==> src/rtl/core/smlp_pkg.sv <==
// Shared types, codes and constants of the SIP message line parser.
// No dependencies; imported by sip_message_line_parser.

package smlp_pkg;

    localparam int DEFAULT_OFFSET_BITS = 16;
    localparam int OUT_FIELD_BITS      = 16;
    localparam int STATUS_BITS         = 10;
    localparam int MIN_MESSAGE         = 12;
    localparam int QUEUE_DEPTH         = 4;
    localparam int PREFIX_LEN          = 8;
    localparam int CODE_DONE           = 11;

    localparam logic [7:0] CH_CR    = 8'h0D;
    localparam logic [7:0] CH_LF    = 8'h0A;
    localparam logic [7:0] CH_COLON = 8'h3A;
    localparam logic [7:0] CH_TAB   = 8'h09;
    localparam logic [7:0] CH_SPACE = 8'h20;
    localparam logic [7:0] CH_ZERO  = 8'h30;
    localparam logic [7:0] CH_NINE  = 8'h39;

    typedef enum logic [1:0] {
        PH_START   = 2'd0,
        PH_HEADERS = 2'd1,
        PH_BODY    = 2'd2
    } phase_t;

    typedef enum logic [2:0] {
        KIND_REQUEST      = 3'd0,
        KIND_STATUS       = 3'd1,
        KIND_UNRECOGNIZED = 3'd2,
        KIND_HEADER       = 3'd3,
        KIND_END_OK       = 3'd4,
        KIND_TOO_SHORT    = 3'd5,
        KIND_TOO_LONG     = 3'd6
    } kind_t;

    typedef struct packed {
        kind_t                     kind;
        logic [OUT_FIELD_BITS-1:0] first_offset;
        logic [OUT_FIELD_BITS-1:0] first_length;
        logic [OUT_FIELD_BITS-1:0] second_offset;
        logic [OUT_FIELD_BITS-1:0] second_length;
        logic                      part_present;
        logic [STATUS_BITS-1:0]    status_value;
        logic                      run_last;
    } rec_t;

    function automatic logic [7:0] prefix_char(input logic [2:0] idx);
        logic [7:0] c;
        unique case (idx)
            3'd0: c = 8'h53;
            3'd1: c = 8'h49;
            3'd2: c = 8'h50;
            3'd3: c = 8'h2F;
            3'd4: c = 8'h32;
            3'd5: c = 8'h2E;
            3'd6: c = 8'h30;
            3'd7: c = CH_SPACE;
            default: c = CH_SPACE;
        endcase
        return c;
    endfunction

endpackage

==> src/rtl/core/sip_message_line_parser.sv <==
// SIP message line parser: byte stream in, start line, header and end items out.
// Depends on smlp_pkg for record layout, phase and kind codes.

// Takes one message byte per cycle on the slave stream while s_tready is high (tlast marks the
// final byte of the message) and emits one item per start line and per header line with a
// colon, plus an end item after the final byte, on the master stream. The byte is parsed in
// the cycle it is accepted; its items enter a four-entry output queue, which presents them
// from the next cycle on. Sustained rate is one byte per cycle while the queue has room; the
// final byte of a message can queue two items, which drain one per cycle while m_tready is
// high. s_tready drops only while the queue has fewer than two free entries. m_tuser carries
// the record kind; m_tlast flags the last item caused by one byte. On a too short or too long
// end item the consumer discards the whole run of items of that message.

module sip_message_line_parser
    import smlp_pkg::*;
#(
    parameter int OFFSET_BITS = DEFAULT_OFFSET_BITS
) (
    input  logic        aclk,
    input  logic        aresetn,
    input  logic        s_tvalid,
    output logic        s_tready,
    input  logic [7:0]  s_tdata,   // [7:0] byte_in
    input  logic        s_tlast,   // last_byte
    output logic        m_tvalid,
    input  logic        m_tready,
    output logic [79:0] m_tdata,   // [15:0] first_offset, [31:16] first_length,
                                   // [47:32] second_offset, [63:48] second_length,
                                   // [64] part_present, [74:65] status_value, zero fill
    output logic [2:0]  m_tuser,   // [2:0] record_kind
    output logic        m_tlast    // run_last
);

    localparam int OB      = OFFSET_BITS;
    localparam int PTR_W   = $clog2(QUEUE_DEPTH);
    localparam int CNT_W   = $clog2(QUEUE_DEPTH + 1);

    typedef struct packed {
        logic [OB:0]   bpos;
        phase_t        phase;
        logic          pending_cr;
        logic [OB-1:0] line_begin;
        logic [3:0]    prefix_progress;
        logic          prefix_failed;
        logic [9:0]    code_accum;
        logic          code_ok;
        logic [OB-1:0] reason_begin;
        logic [1:0]    space_count;
        logic [OB-1:0] space_one_pos;
        logic [OB-1:0] space_two_pos;
        logic          colon_seen;
        logic [OB-1:0] colon_pos;
        logic [OB-1:0] value_begin;
        logic          value_started;
        logic [OB-1:0] value_end;
        logic [OB-1:0] body_begin;
    } pstate_t;

    function automatic logic [OUT_FIELD_BITS-1:0] to_out(input logic [OB-1:0] v);
        logic [OB+OUT_FIELD_BITS-1:0] x;
        x = {{OUT_FIELD_BITS{1'b0}}, v};
        return x[OUT_FIELD_BITS-1:0];
    endfunction

    function automatic rec_t mk_rec(input kind_t k, input logic [OB-1:0] fo,
                                    input logic [OB-1:0] fl, input logic [OB-1:0] so,
                                    input logic [OB-1:0] sl, input logic pres,
                                    input logic [STATUS_BITS-1:0] st);
        rec_t r;
        r.kind          = k;
        r.first_offset  = to_out(fo);
        r.first_length  = to_out(fl);
        r.second_offset = to_out(so);
        r.second_length = to_out(sl);
        r.part_present  = pres;
        r.status_value  = st;
        r.run_last      = 1'b0;
        return r;
    endfunction

    function automatic pstate_t reset_state();
        pstate_t s;
        s       = '0;
        s.phase = PH_START;
        return s;
    endfunction

    function automatic pstate_t clear_line(input pstate_t s);
        pstate_t r;
        r                 = s;
        r.prefix_progress = '0;
        r.prefix_failed   = 1'b0;
        r.code_accum      = '0;
        r.code_ok         = 1'b0;
        r.reason_begin    = '0;
        r.space_count     = '0;
        r.space_one_pos   = '0;
        r.space_two_pos   = '0;
        r.colon_seen      = 1'b0;
        r.colon_pos       = '0;
        r.value_begin     = '0;
        r.value_started   = 1'b0;
        r.value_end       = '0;
        return r;
    endfunction

    function automatic pstate_t start_content(input pstate_t s, input logic [7:0] b,
                                              input logic [OB-1:0] p);
        pstate_t       r;
        logic [OB-1:0] p1;
        logic [13:0]   acc;
        r   = s;
        p1  = p + OB'(1);
        acc = 14'(s.code_accum) * 14'd10 + 14'(b - CH_ZERO);
        if (!s.prefix_failed && s.prefix_progress < 4'(CODE_DONE)) begin
            if (s.prefix_progress < 4'(PREFIX_LEN)) begin
                if (b == prefix_char(s.prefix_progress[2:0])) begin
                    r.prefix_progress = s.prefix_progress + 4'd1;
                end else begin
                    r.prefix_failed = 1'b1;
                end
            end else if (b >= CH_ZERO && b <= CH_NINE) begin
                r.code_accum      = acc[9:0];
                r.prefix_progress = s.prefix_progress + 4'd1;
                if (s.prefix_progress == 4'(CODE_DONE - 1)) begin
                    r.code_ok      = 1'b1;
                    r.reason_begin = p1;
                end
            end else begin
                r.prefix_failed = 1'b1;
            end
        end else if (s.code_ok && b == CH_SPACE && s.reason_begin == p) begin
            r.reason_begin = p1;
        end
        if (b == CH_SPACE) begin
            if (s.space_count == 2'd0) begin
                r.space_one_pos = p;
                r.space_count   = 2'd1;
            end else if (s.space_count == 2'd1) begin
                r.space_two_pos = p;
                r.space_count   = 2'd2;
            end
        end
        return r;
    endfunction

    function automatic pstate_t header_content(input pstate_t s, input logic [7:0] b,
                                               input logic [OB-1:0] p);
        pstate_t r;
        r = s;
        if (!s.colon_seen) begin
            if (b == CH_COLON) begin
                r.colon_seen = 1'b1;
                r.colon_pos  = p;
            end
        end else if (b != CH_SPACE && b != CH_TAB) begin
            if (!s.value_started) begin
                r.value_started = 1'b1;
                r.value_begin   = p;
            end
            r.value_end = p + OB'(1);
        end
        return r;
    endfunction

    function automatic rec_t start_rec(input pstate_t s, input logic [OB-1:0] le);
        rec_t r;
        if (s.code_ok) begin
            r = mk_rec(KIND_STATUS, s.reason_begin, le - s.reason_begin, '0, '0, 1'b0,
                       s.code_accum);
        end else if (s.prefix_progress >= 4'(PREFIX_LEN) || s.space_count == 2'd0) begin
            r = mk_rec(KIND_UNRECOGNIZED, '0, '0, '0, '0, 1'b0, '0);
        end else if (s.space_count >= 2'd2) begin
            r = mk_rec(KIND_REQUEST, s.line_begin, s.space_one_pos - s.line_begin,
                       s.space_one_pos + OB'(1),
                       s.space_two_pos - s.space_one_pos - OB'(1), 1'b1, '0);
        end else begin
            r = mk_rec(KIND_REQUEST, s.line_begin, s.space_one_pos - s.line_begin,
                       '0, '0, 1'b0, '0);
        end
        return r;
    endfunction

    function automatic rec_t header_rec(input pstate_t s, input logic [OB-1:0] le);
        rec_t r;
        if (s.value_started) begin
            r = mk_rec(KIND_HEADER, s.line_begin, s.colon_pos - s.line_begin,
                       s.value_begin, s.value_end - s.value_begin, 1'b0, '0);
        end else begin
            r = mk_rec(KIND_HEADER, s.line_begin, s.colon_pos - s.line_begin,
                       le, '0, 1'b0, '0);
        end
        return r;
    endfunction

    pstate_t          st_reg;
    pstate_t          st_mid;
    pstate_t          st_next;
    rec_t             queue_reg [QUEUE_DEPTH];
    logic [PTR_W-1:0] wr_ptr_reg;
    logic [PTR_W-1:0] wr_ptr_next;
    logic [PTR_W-1:0] rd_ptr_reg;
    logic [PTR_W-1:0] rd_ptr_next;
    logic [CNT_W-1:0] count_reg;
    logic [CNT_W-1:0] count_next;

    logic          in_acc;
    logic          out_acc;
    logic [OB-1:0] pos;
    logic [OB-1:0] pos_next;
    logic [OB-1:0] end_pos;
    logic [OB:0]   total;
    logic          is_eol;
    logic          eol_path;
    logic          line_v;
    logic          end_v;
    rec_t          line_rec;
    rec_t          end_rec;
    rec_t          head;

    assign in_acc   = s_tvalid && s_tready;
    assign out_acc  = m_tvalid && m_tready;
    assign s_tready = (count_reg <= CNT_W'(QUEUE_DEPTH - 2));
    assign m_tvalid = (count_reg != '0);

    assign pos      = st_reg.bpos[OB-1:0];
    assign pos_next = pos + OB'(1);
    assign is_eol   = (s_tdata == CH_CR) || (s_tdata == CH_LF);

    always_comb begin
        st_mid   = st_reg;
        eol_path = 1'b0;
        if (st_reg.pending_cr && s_tdata == CH_LF) begin
            st_mid.pending_cr = 1'b0;
            st_mid.line_begin = pos_next;
            if (st_reg.phase != PH_START && st_reg.phase != PH_HEADERS) begin
                st_mid.body_begin = pos_next;
            end
        end else begin
            st_mid.pending_cr = 1'b0;
            unique case (st_reg.phase)
                PH_START: begin
                    if (is_eol) begin
                        eol_path          = 1'b1;
                        st_mid            = clear_line(st_mid);
                        st_mid.phase      = PH_HEADERS;
                        st_mid.line_begin = pos_next;
                        st_mid.pending_cr = (s_tdata == CH_CR);
                    end else begin
                        st_mid = start_content(st_mid, s_tdata, pos);
                    end
                end
                PH_HEADERS: begin
                    if (is_eol) begin
                        eol_path = 1'b1;
                        st_mid   = clear_line(st_mid);
                        if (pos == st_reg.line_begin) begin
                            st_mid.phase      = PH_BODY;
                            st_mid.body_begin = pos_next;
                        end else begin
                            st_mid.line_begin = pos_next;
                        end
                        st_mid.pending_cr = (s_tdata == CH_CR);
                    end else begin
                        st_mid = header_content(st_mid, s_tdata, pos);
                    end
                end
                default: begin
                end
            endcase
        end
        if (!st_reg.bpos[OB]) begin
            st_mid.bpos = st_reg.bpos + (OB+1)'(1);
        end
    end

    assign total   = st_mid.bpos;
    assign end_pos = total[OB-1:0];

    always_comb begin
        line_v   = 1'b0;
        line_rec = start_rec(st_mid, end_pos);
        if (eol_path) begin
            if (st_reg.phase == PH_START) begin
                line_v   = 1'b1;
                line_rec = start_rec(st_reg, pos);
            end else begin
                line_v   = (pos != st_reg.line_begin) && st_reg.colon_seen;
                line_rec = header_rec(st_reg, pos);
            end
        end else if (s_tlast) begin
            if (st_mid.phase == PH_START) begin
                line_v   = 1'b1;
                line_rec = start_rec(st_mid, end_pos);
            end else if (st_mid.phase == PH_HEADERS) begin
                line_v   = (end_pos != st_mid.line_begin) && st_mid.colon_seen;
                line_rec = header_rec(st_mid, end_pos);
            end
        end
        line_rec.run_last = !s_tlast;
    end

    always_comb begin
        logic [OB:0] span_len;
        span_len = total - {1'b0, st_mid.body_begin};
        end_v    = s_tlast;
        priority if (total < (OB+1)'(MIN_MESSAGE)) begin
            end_rec = mk_rec(KIND_TOO_SHORT, '0, '0, '0, '0, 1'b0, '0);
        end else if (total[OB]) begin
            end_rec = mk_rec(KIND_TOO_LONG, '0, '0, '0, '0, 1'b0, '0);
        end else if (st_mid.phase != PH_START && st_mid.phase != PH_HEADERS
                     && total > {1'b0, st_mid.body_begin}) begin
            end_rec = mk_rec(KIND_END_OK, st_mid.body_begin, span_len[OB-1:0],
                             '0, '0, 1'b1, '0);
        end else begin
            end_rec = mk_rec(KIND_END_OK, '0, '0, '0, '0, 1'b0, '0);
        end
        end_rec.run_last = 1'b1;
    end

    always_comb begin
        st_next = s_tlast ? reset_state() : st_mid;
    end

    always_comb begin
        logic [CNT_W-1:0] pushed;
        pushed = '0;
        if (in_acc) begin
            pushed = CNT_W'(line_v) + CNT_W'(end_v);
        end
        wr_ptr_next = wr_ptr_reg + PTR_W'(pushed);
        rd_ptr_next = rd_ptr_reg + PTR_W'(out_acc);
        count_next  = count_reg + pushed - CNT_W'(out_acc);
    end

    always_ff @(posedge aclk) begin
        if (!aresetn) begin
            st_reg     <= reset_state();
            wr_ptr_reg <= '0;
            rd_ptr_reg <= '0;
            count_reg  <= '0;
        end else begin
            if (in_acc) begin
                st_reg <= st_next;
            end
            wr_ptr_reg <= wr_ptr_next;
            rd_ptr_reg <= rd_ptr_next;
            count_reg  <= count_next;
        end
    end

    always_ff @(posedge aclk) begin
        if (in_acc) begin
            if (line_v) begin
                queue_reg[wr_ptr_reg] <= line_rec;
            end
            if (end_v) begin
                queue_reg[wr_ptr_reg + PTR_W'(line_v)] <= end_rec;
            end
        end
    end

    assign head    = queue_reg[rd_ptr_reg];
    assign m_tdata = {5'b0, head.status_value, head.part_present, head.second_length,
                      head.second_offset, head.first_length, head.first_offset};
    assign m_tuser = head.kind;
    assign m_tlast = head.run_last;

endmodule
==> config.mk <==
export PLATFORM = sky130hd
export DESIGN_NAME = sip_message_line_parser
export DESIGN_NICKNAME = d
export VERILOG_FILES = /design/src/rtl/core/smlp_pkg.sv /design/src/rtl/core/sip_message_line_parser.sv
export SDC_FILE = /design/constraint.sdc
export NUM_CORES = 2
export LEC_CHECK = 0
export BUFFER_PORTS_ARGS = -buffer_cell sky130_fd_sc_hd__buf_2
export CORE_UTILIZATION = 64
export DETAILED_ROUTE_END_ITERATION = 6
export PLACE_DENSITY = 0.81
export SYNTH_ARGS = -nofsm -noshare
export SYNTH_HDL_FRONTEND = slang
export SYNTH_SLANG_ARGS = --single-unit
==> constraint.sdc <==
create_clock -name aclk -period 7 [get_ports aclk]
set_input_delay 0.7 -clock aclk [delete_from_list [all_inputs] [get_ports aclk]]
set_output_delay 0.7 -clock aclk [all_outputs]
set_load 0.01 [all_outputs]
==> out/qor.yml <==
clocking:
  h-tree-depth: 2
  cts.sinks: 498
  cts-root-buf: "clkbuf_16"
  cts_setup_buffers: 0
  cts_hold_buf: 0
  clock_path_buffers: 3
  cts_buffers: 54
  cts-resized-gates: 0
  clk-insertion-delay-late_ns: 0.63
  cts_tree: "built"
  clk_pin_slew_ns: 0.06
global_routing:
  grt_pass1_wl_um: 199000
  grt_pass1_vias: 32200
  grt_antenna_before_repair: 7
  grt_usage_pct: 46.5
  gr-total-overflow: 0
  grt_max_degree: 97
layout:
  multi_input_area_mm2: 0.0229
  drive_above_1_share_pct: 11.9
  fin_nets: 4353
  register_area_mm2: 0.0114
  syn_to_final_growth_pct: 10.1
  fill_cells: 4336
  fin_area_mm2: 0.0395
  largest_reg_flops: 316
sta:
  setup_tns_ns: 0
  setup_violations: 0
  slew_viol_final: 0
  setup_ws_ns: 0.818
  max_freq_mhz: 162
  relSlewSlack_pct: 3.16
  whs_ns: 0.452
  hold_violations: 0
  skew_ns: 0.0322
  rsz0062_at_grt: "no"
  worstMarginPinSlew_ns: 1.45
  fin_crit_sh_pct: 88.3
  layout_min_cycle_time_ns: 6.18
power_and_ir_drop:
  p_comb_share_pct: 19.6
  vdd_drop_max_mv: 0.318
  power_density_mw_per_mm2: 200
  clock_power_share_pct: 39.5
  power_leakage_nw: 14.5
  sw_frac_of_total_pct: 29.8
  netSwitchingPower_mw: 2.36
  power_mw: 7.92
  intPower_mw: 5.56
  seqPwrFrac_pct: 40.9
route:
  wl_per_cell_um: 27.5
  wirelength_um: 135000
  vias_per_cell: 7.09
  drt_iter0_drc: 4992
  ant_nets: 0
  drtPass1Iterations: 7
  via_count: 34800
  drc: 6
setup_path:
  r2r_end: "queue_reg[2][67]"
  cp-start-kind: "flop"
  rrSetupSlack_ns: 0.82
  arrival_ns: 6.52
  worst-setup-path-type: "reg2reg"
  worstPathRequired_ns: 7.33
  worstReg2RegStart: "pos[13]"
  crit_path_end_kind: "flop"
  crit_path_max_fanout: 39
  rr_worst_depth: 20
placement:
  routabilityCongestion: 1.09
  io_buffer_count: 93
  placed_area_mm2: 0.0376
  pre_cts_slack_ns: 0.644
  place_hpwl_um: 99100
hold_path:
  hold_depth: 1
  min-delay-start: "queue_reg[3][78]"
  hp-class: "reg2reg"
  whs_endpoint: "queue_reg[3][78]"
synthesis:
  synth_seq_cells: 498
  muxShareOfSynthArea_pct: 10.6
  synthAdderAreaFrac_pct: 8.06
  synthTopCellsByArea: "dfxtp_1 (20%), edfxtp_1 (12%), ha_1 (7.3%), mux2i_1 (5.5%), mux4_2 (5.0%)"
  synthDistinctLibCells: 96
  synth_top_area_share_pct: 20.0
  synthFlopType: "dfxtp_1"
  ys_warn_count: 0
  yosys.area_share.simple_pct: 16.7
  syn-cell-area_mm2: 0.0359
  synth.avg_cell_area_um2: 8.81
  yosysTopAreaCell: "dfxtp_1"
  synth.most_common_cell: "dfxtp_1"
  synth_xor_xnor_area_share_pct: 5.99
  synthCells: 4077
  synth_edf_count: 140
  synth_compound_area_share_pct: 22.0
  synth_top_family_by_area: "compound AO/OA/AOI/OAI gates"
  async_flop_share_pct: 0
  seq_area_frac_synth_pct: 31.7
  synth_common_cells: "dfxtp_1 (358), nor2_1 (344), a21oi_1 (255)"
outcome:
  status: "finished, violations left"
  violations: "design-rule violations"
flow_run:
  drv_cap: 0
floorplan:
  die-width_um: 239
  pin_count: 99
  start_util_pct: 64.9
  dieArea_mm2: 0.0571
  coreArea_mm2: 0.0553
  die_h_um: 239
  num_rows: 86
-- layout by cell type, fill, tap and decap left out, types with 25 or more instances in the layout --
| cell | synthesis | layout |
|---|---|---|
| a211oi_1 | 49 | 49 |
| a21o_1 | 46 | 46 |
| a21oi_1 | 255 | 254 |
| a22o_1 | 32 | 32 |
| a22oi_1 | 135 | 135 |
| a31oi_1 | 27 | 27 |
| and2_1 | 88 | 85 |
| and3_1 | 26 | 26 |
| buf_2 | 41 | 92 |
| buf_4 | 15 | 161 |
| clkbuf_16 | 0 | 55 |
| dfxtp_1 | 358 | 356 |
| edfxtp_1 | 140 | 140 |
| ha_1 | 209 | 209 |
| inv_1 | 159 | 159 |
| mux2i_1 | 197 | 197 |
| mux4_2 | 79 | 79 |
| nand2_1 | 251 | 248 |
| nand2b_1 | 25 | 25 |
| nand3_1 | 94 | 94 |
| nand4_1 | 49 | 49 |
| nor2_1 | 344 | 340 |
| nor2b_1 | 121 | 121 |
| nor3_1 | 84 | 80 |
| o21a_1 | 27 | 27 |
| o21ai_0 | 201 | 199 |
| o22ai_1 | 86 | 86 |
| o31ai_1 | 49 | 49 |
| o32ai_1 | 71 | 71 |
| or3_1 | 29 | 29 |
| xnor2_1 | 144 | 144 |
| xor2_1 | 97 | 97 |
-- worst max-delay path, stage by stage (launching register included) --
cell and delay [ns]:
dfxtp_1 0.65, xor2_1 0.13, nor4_1 0.54, nand4_1 0.32, nor2_1 0.29, o2111ai_1 0.19, a21oi_2 0.24, buf_12 0.21
nand2_1 0.21, o21ai_1 0.32, ha_1 0.35, o21a_1 0.14, o21ai_0 0.30, a21oi_1 0.15, a221o_1 0.41, a31o_2 0.29
a211oi_1 0.36, o21bai_2 0.16, nand2_2 0.23, buf_12 0.24, o32ai_1 0.14
-- metrics by stage --
| stage | util, % | instances |
|---|---|---|
| floorplan | - | 4081 |
| global placement | 68.0 | 4809 |
| CTS | 71.5 | 4911 |
| finish | 71.5 | 4913 |
| global route | 71.5 | 4911 |
| detailed placement | 68.0 | 4809 |
-- power groups by stage --
stage,logic (mW),clock network [mW],registers [mW]
2_1_floorplan,1.06,0,3.23
3_3_place_gp,1.49,0,3.28
3_5_place_dp,1.52,0,3.29
4_1_cts,1.52,3.11,3.23
5_1_grt,1.64,3.23,3.25
6_report,1.55,3.13,3.23
-- routing by layer --
layer | track usage (%) | wire [µm] | vias to the layer above | share of wire (%)
li1 | - | - | 15300 | -
met1 | 58.9 | 50400 | 16300 | 37
met2 | 69.7 | 57400 | 2551 | 42
met3 | 13.8 | 17500 | 638 | 13
met4 | 28.2 | 9900 | 12 | 7.3
met5 | 0 | 79 | - | 0.058
-- cell type report --
cell class                      count  share of cell area, %
Sequential cell                   498                   28.8
Antenna cell                        2                 0.0127
Timing Repair Buffer              261                   4.63
Inverter                          165                   1.57
Multi-Input combinational cell   3137                   57.8
Clock inverter                     22                  0.917
Clock buffer                       80                   3.95
Tap cell                          748                   2.37
-- logic make-up (layout without fill, tap and decap cells) --
family,after synthesis,count (layout)
and+or+nand+nor,1207,1207
other,1,7
xor gates and xnor gates,243,243
adders and majority gates,223,223
muxes,280,280
buffers and inverters,446,528
DFF,498,498
AOI/OAI and AO/OA,1179,1179
-- how the worst max path moves through the flow --
stage | startpoint | slack [ns] | to | cells past startpoint
CTS | st_reg[129] | 1.16 | queue_reg[0][58] | 20
finish | pos[13] | 0.82 | queue_reg[2][67] | 20
global route | st_reg[150] | 0.70 | queue_reg[1][26] | 17
detailed placement | s_tdata[5] | 0.64 | queue_reg[0][58] | 21
global placement | s_tdata[5] | 0.83 | queue_reg[0][58] | 21
floorplan | pos[10] | 1.22 | queue_reg[2][74] | 22
Note: power is estimated with default switching activity, not from simulation.
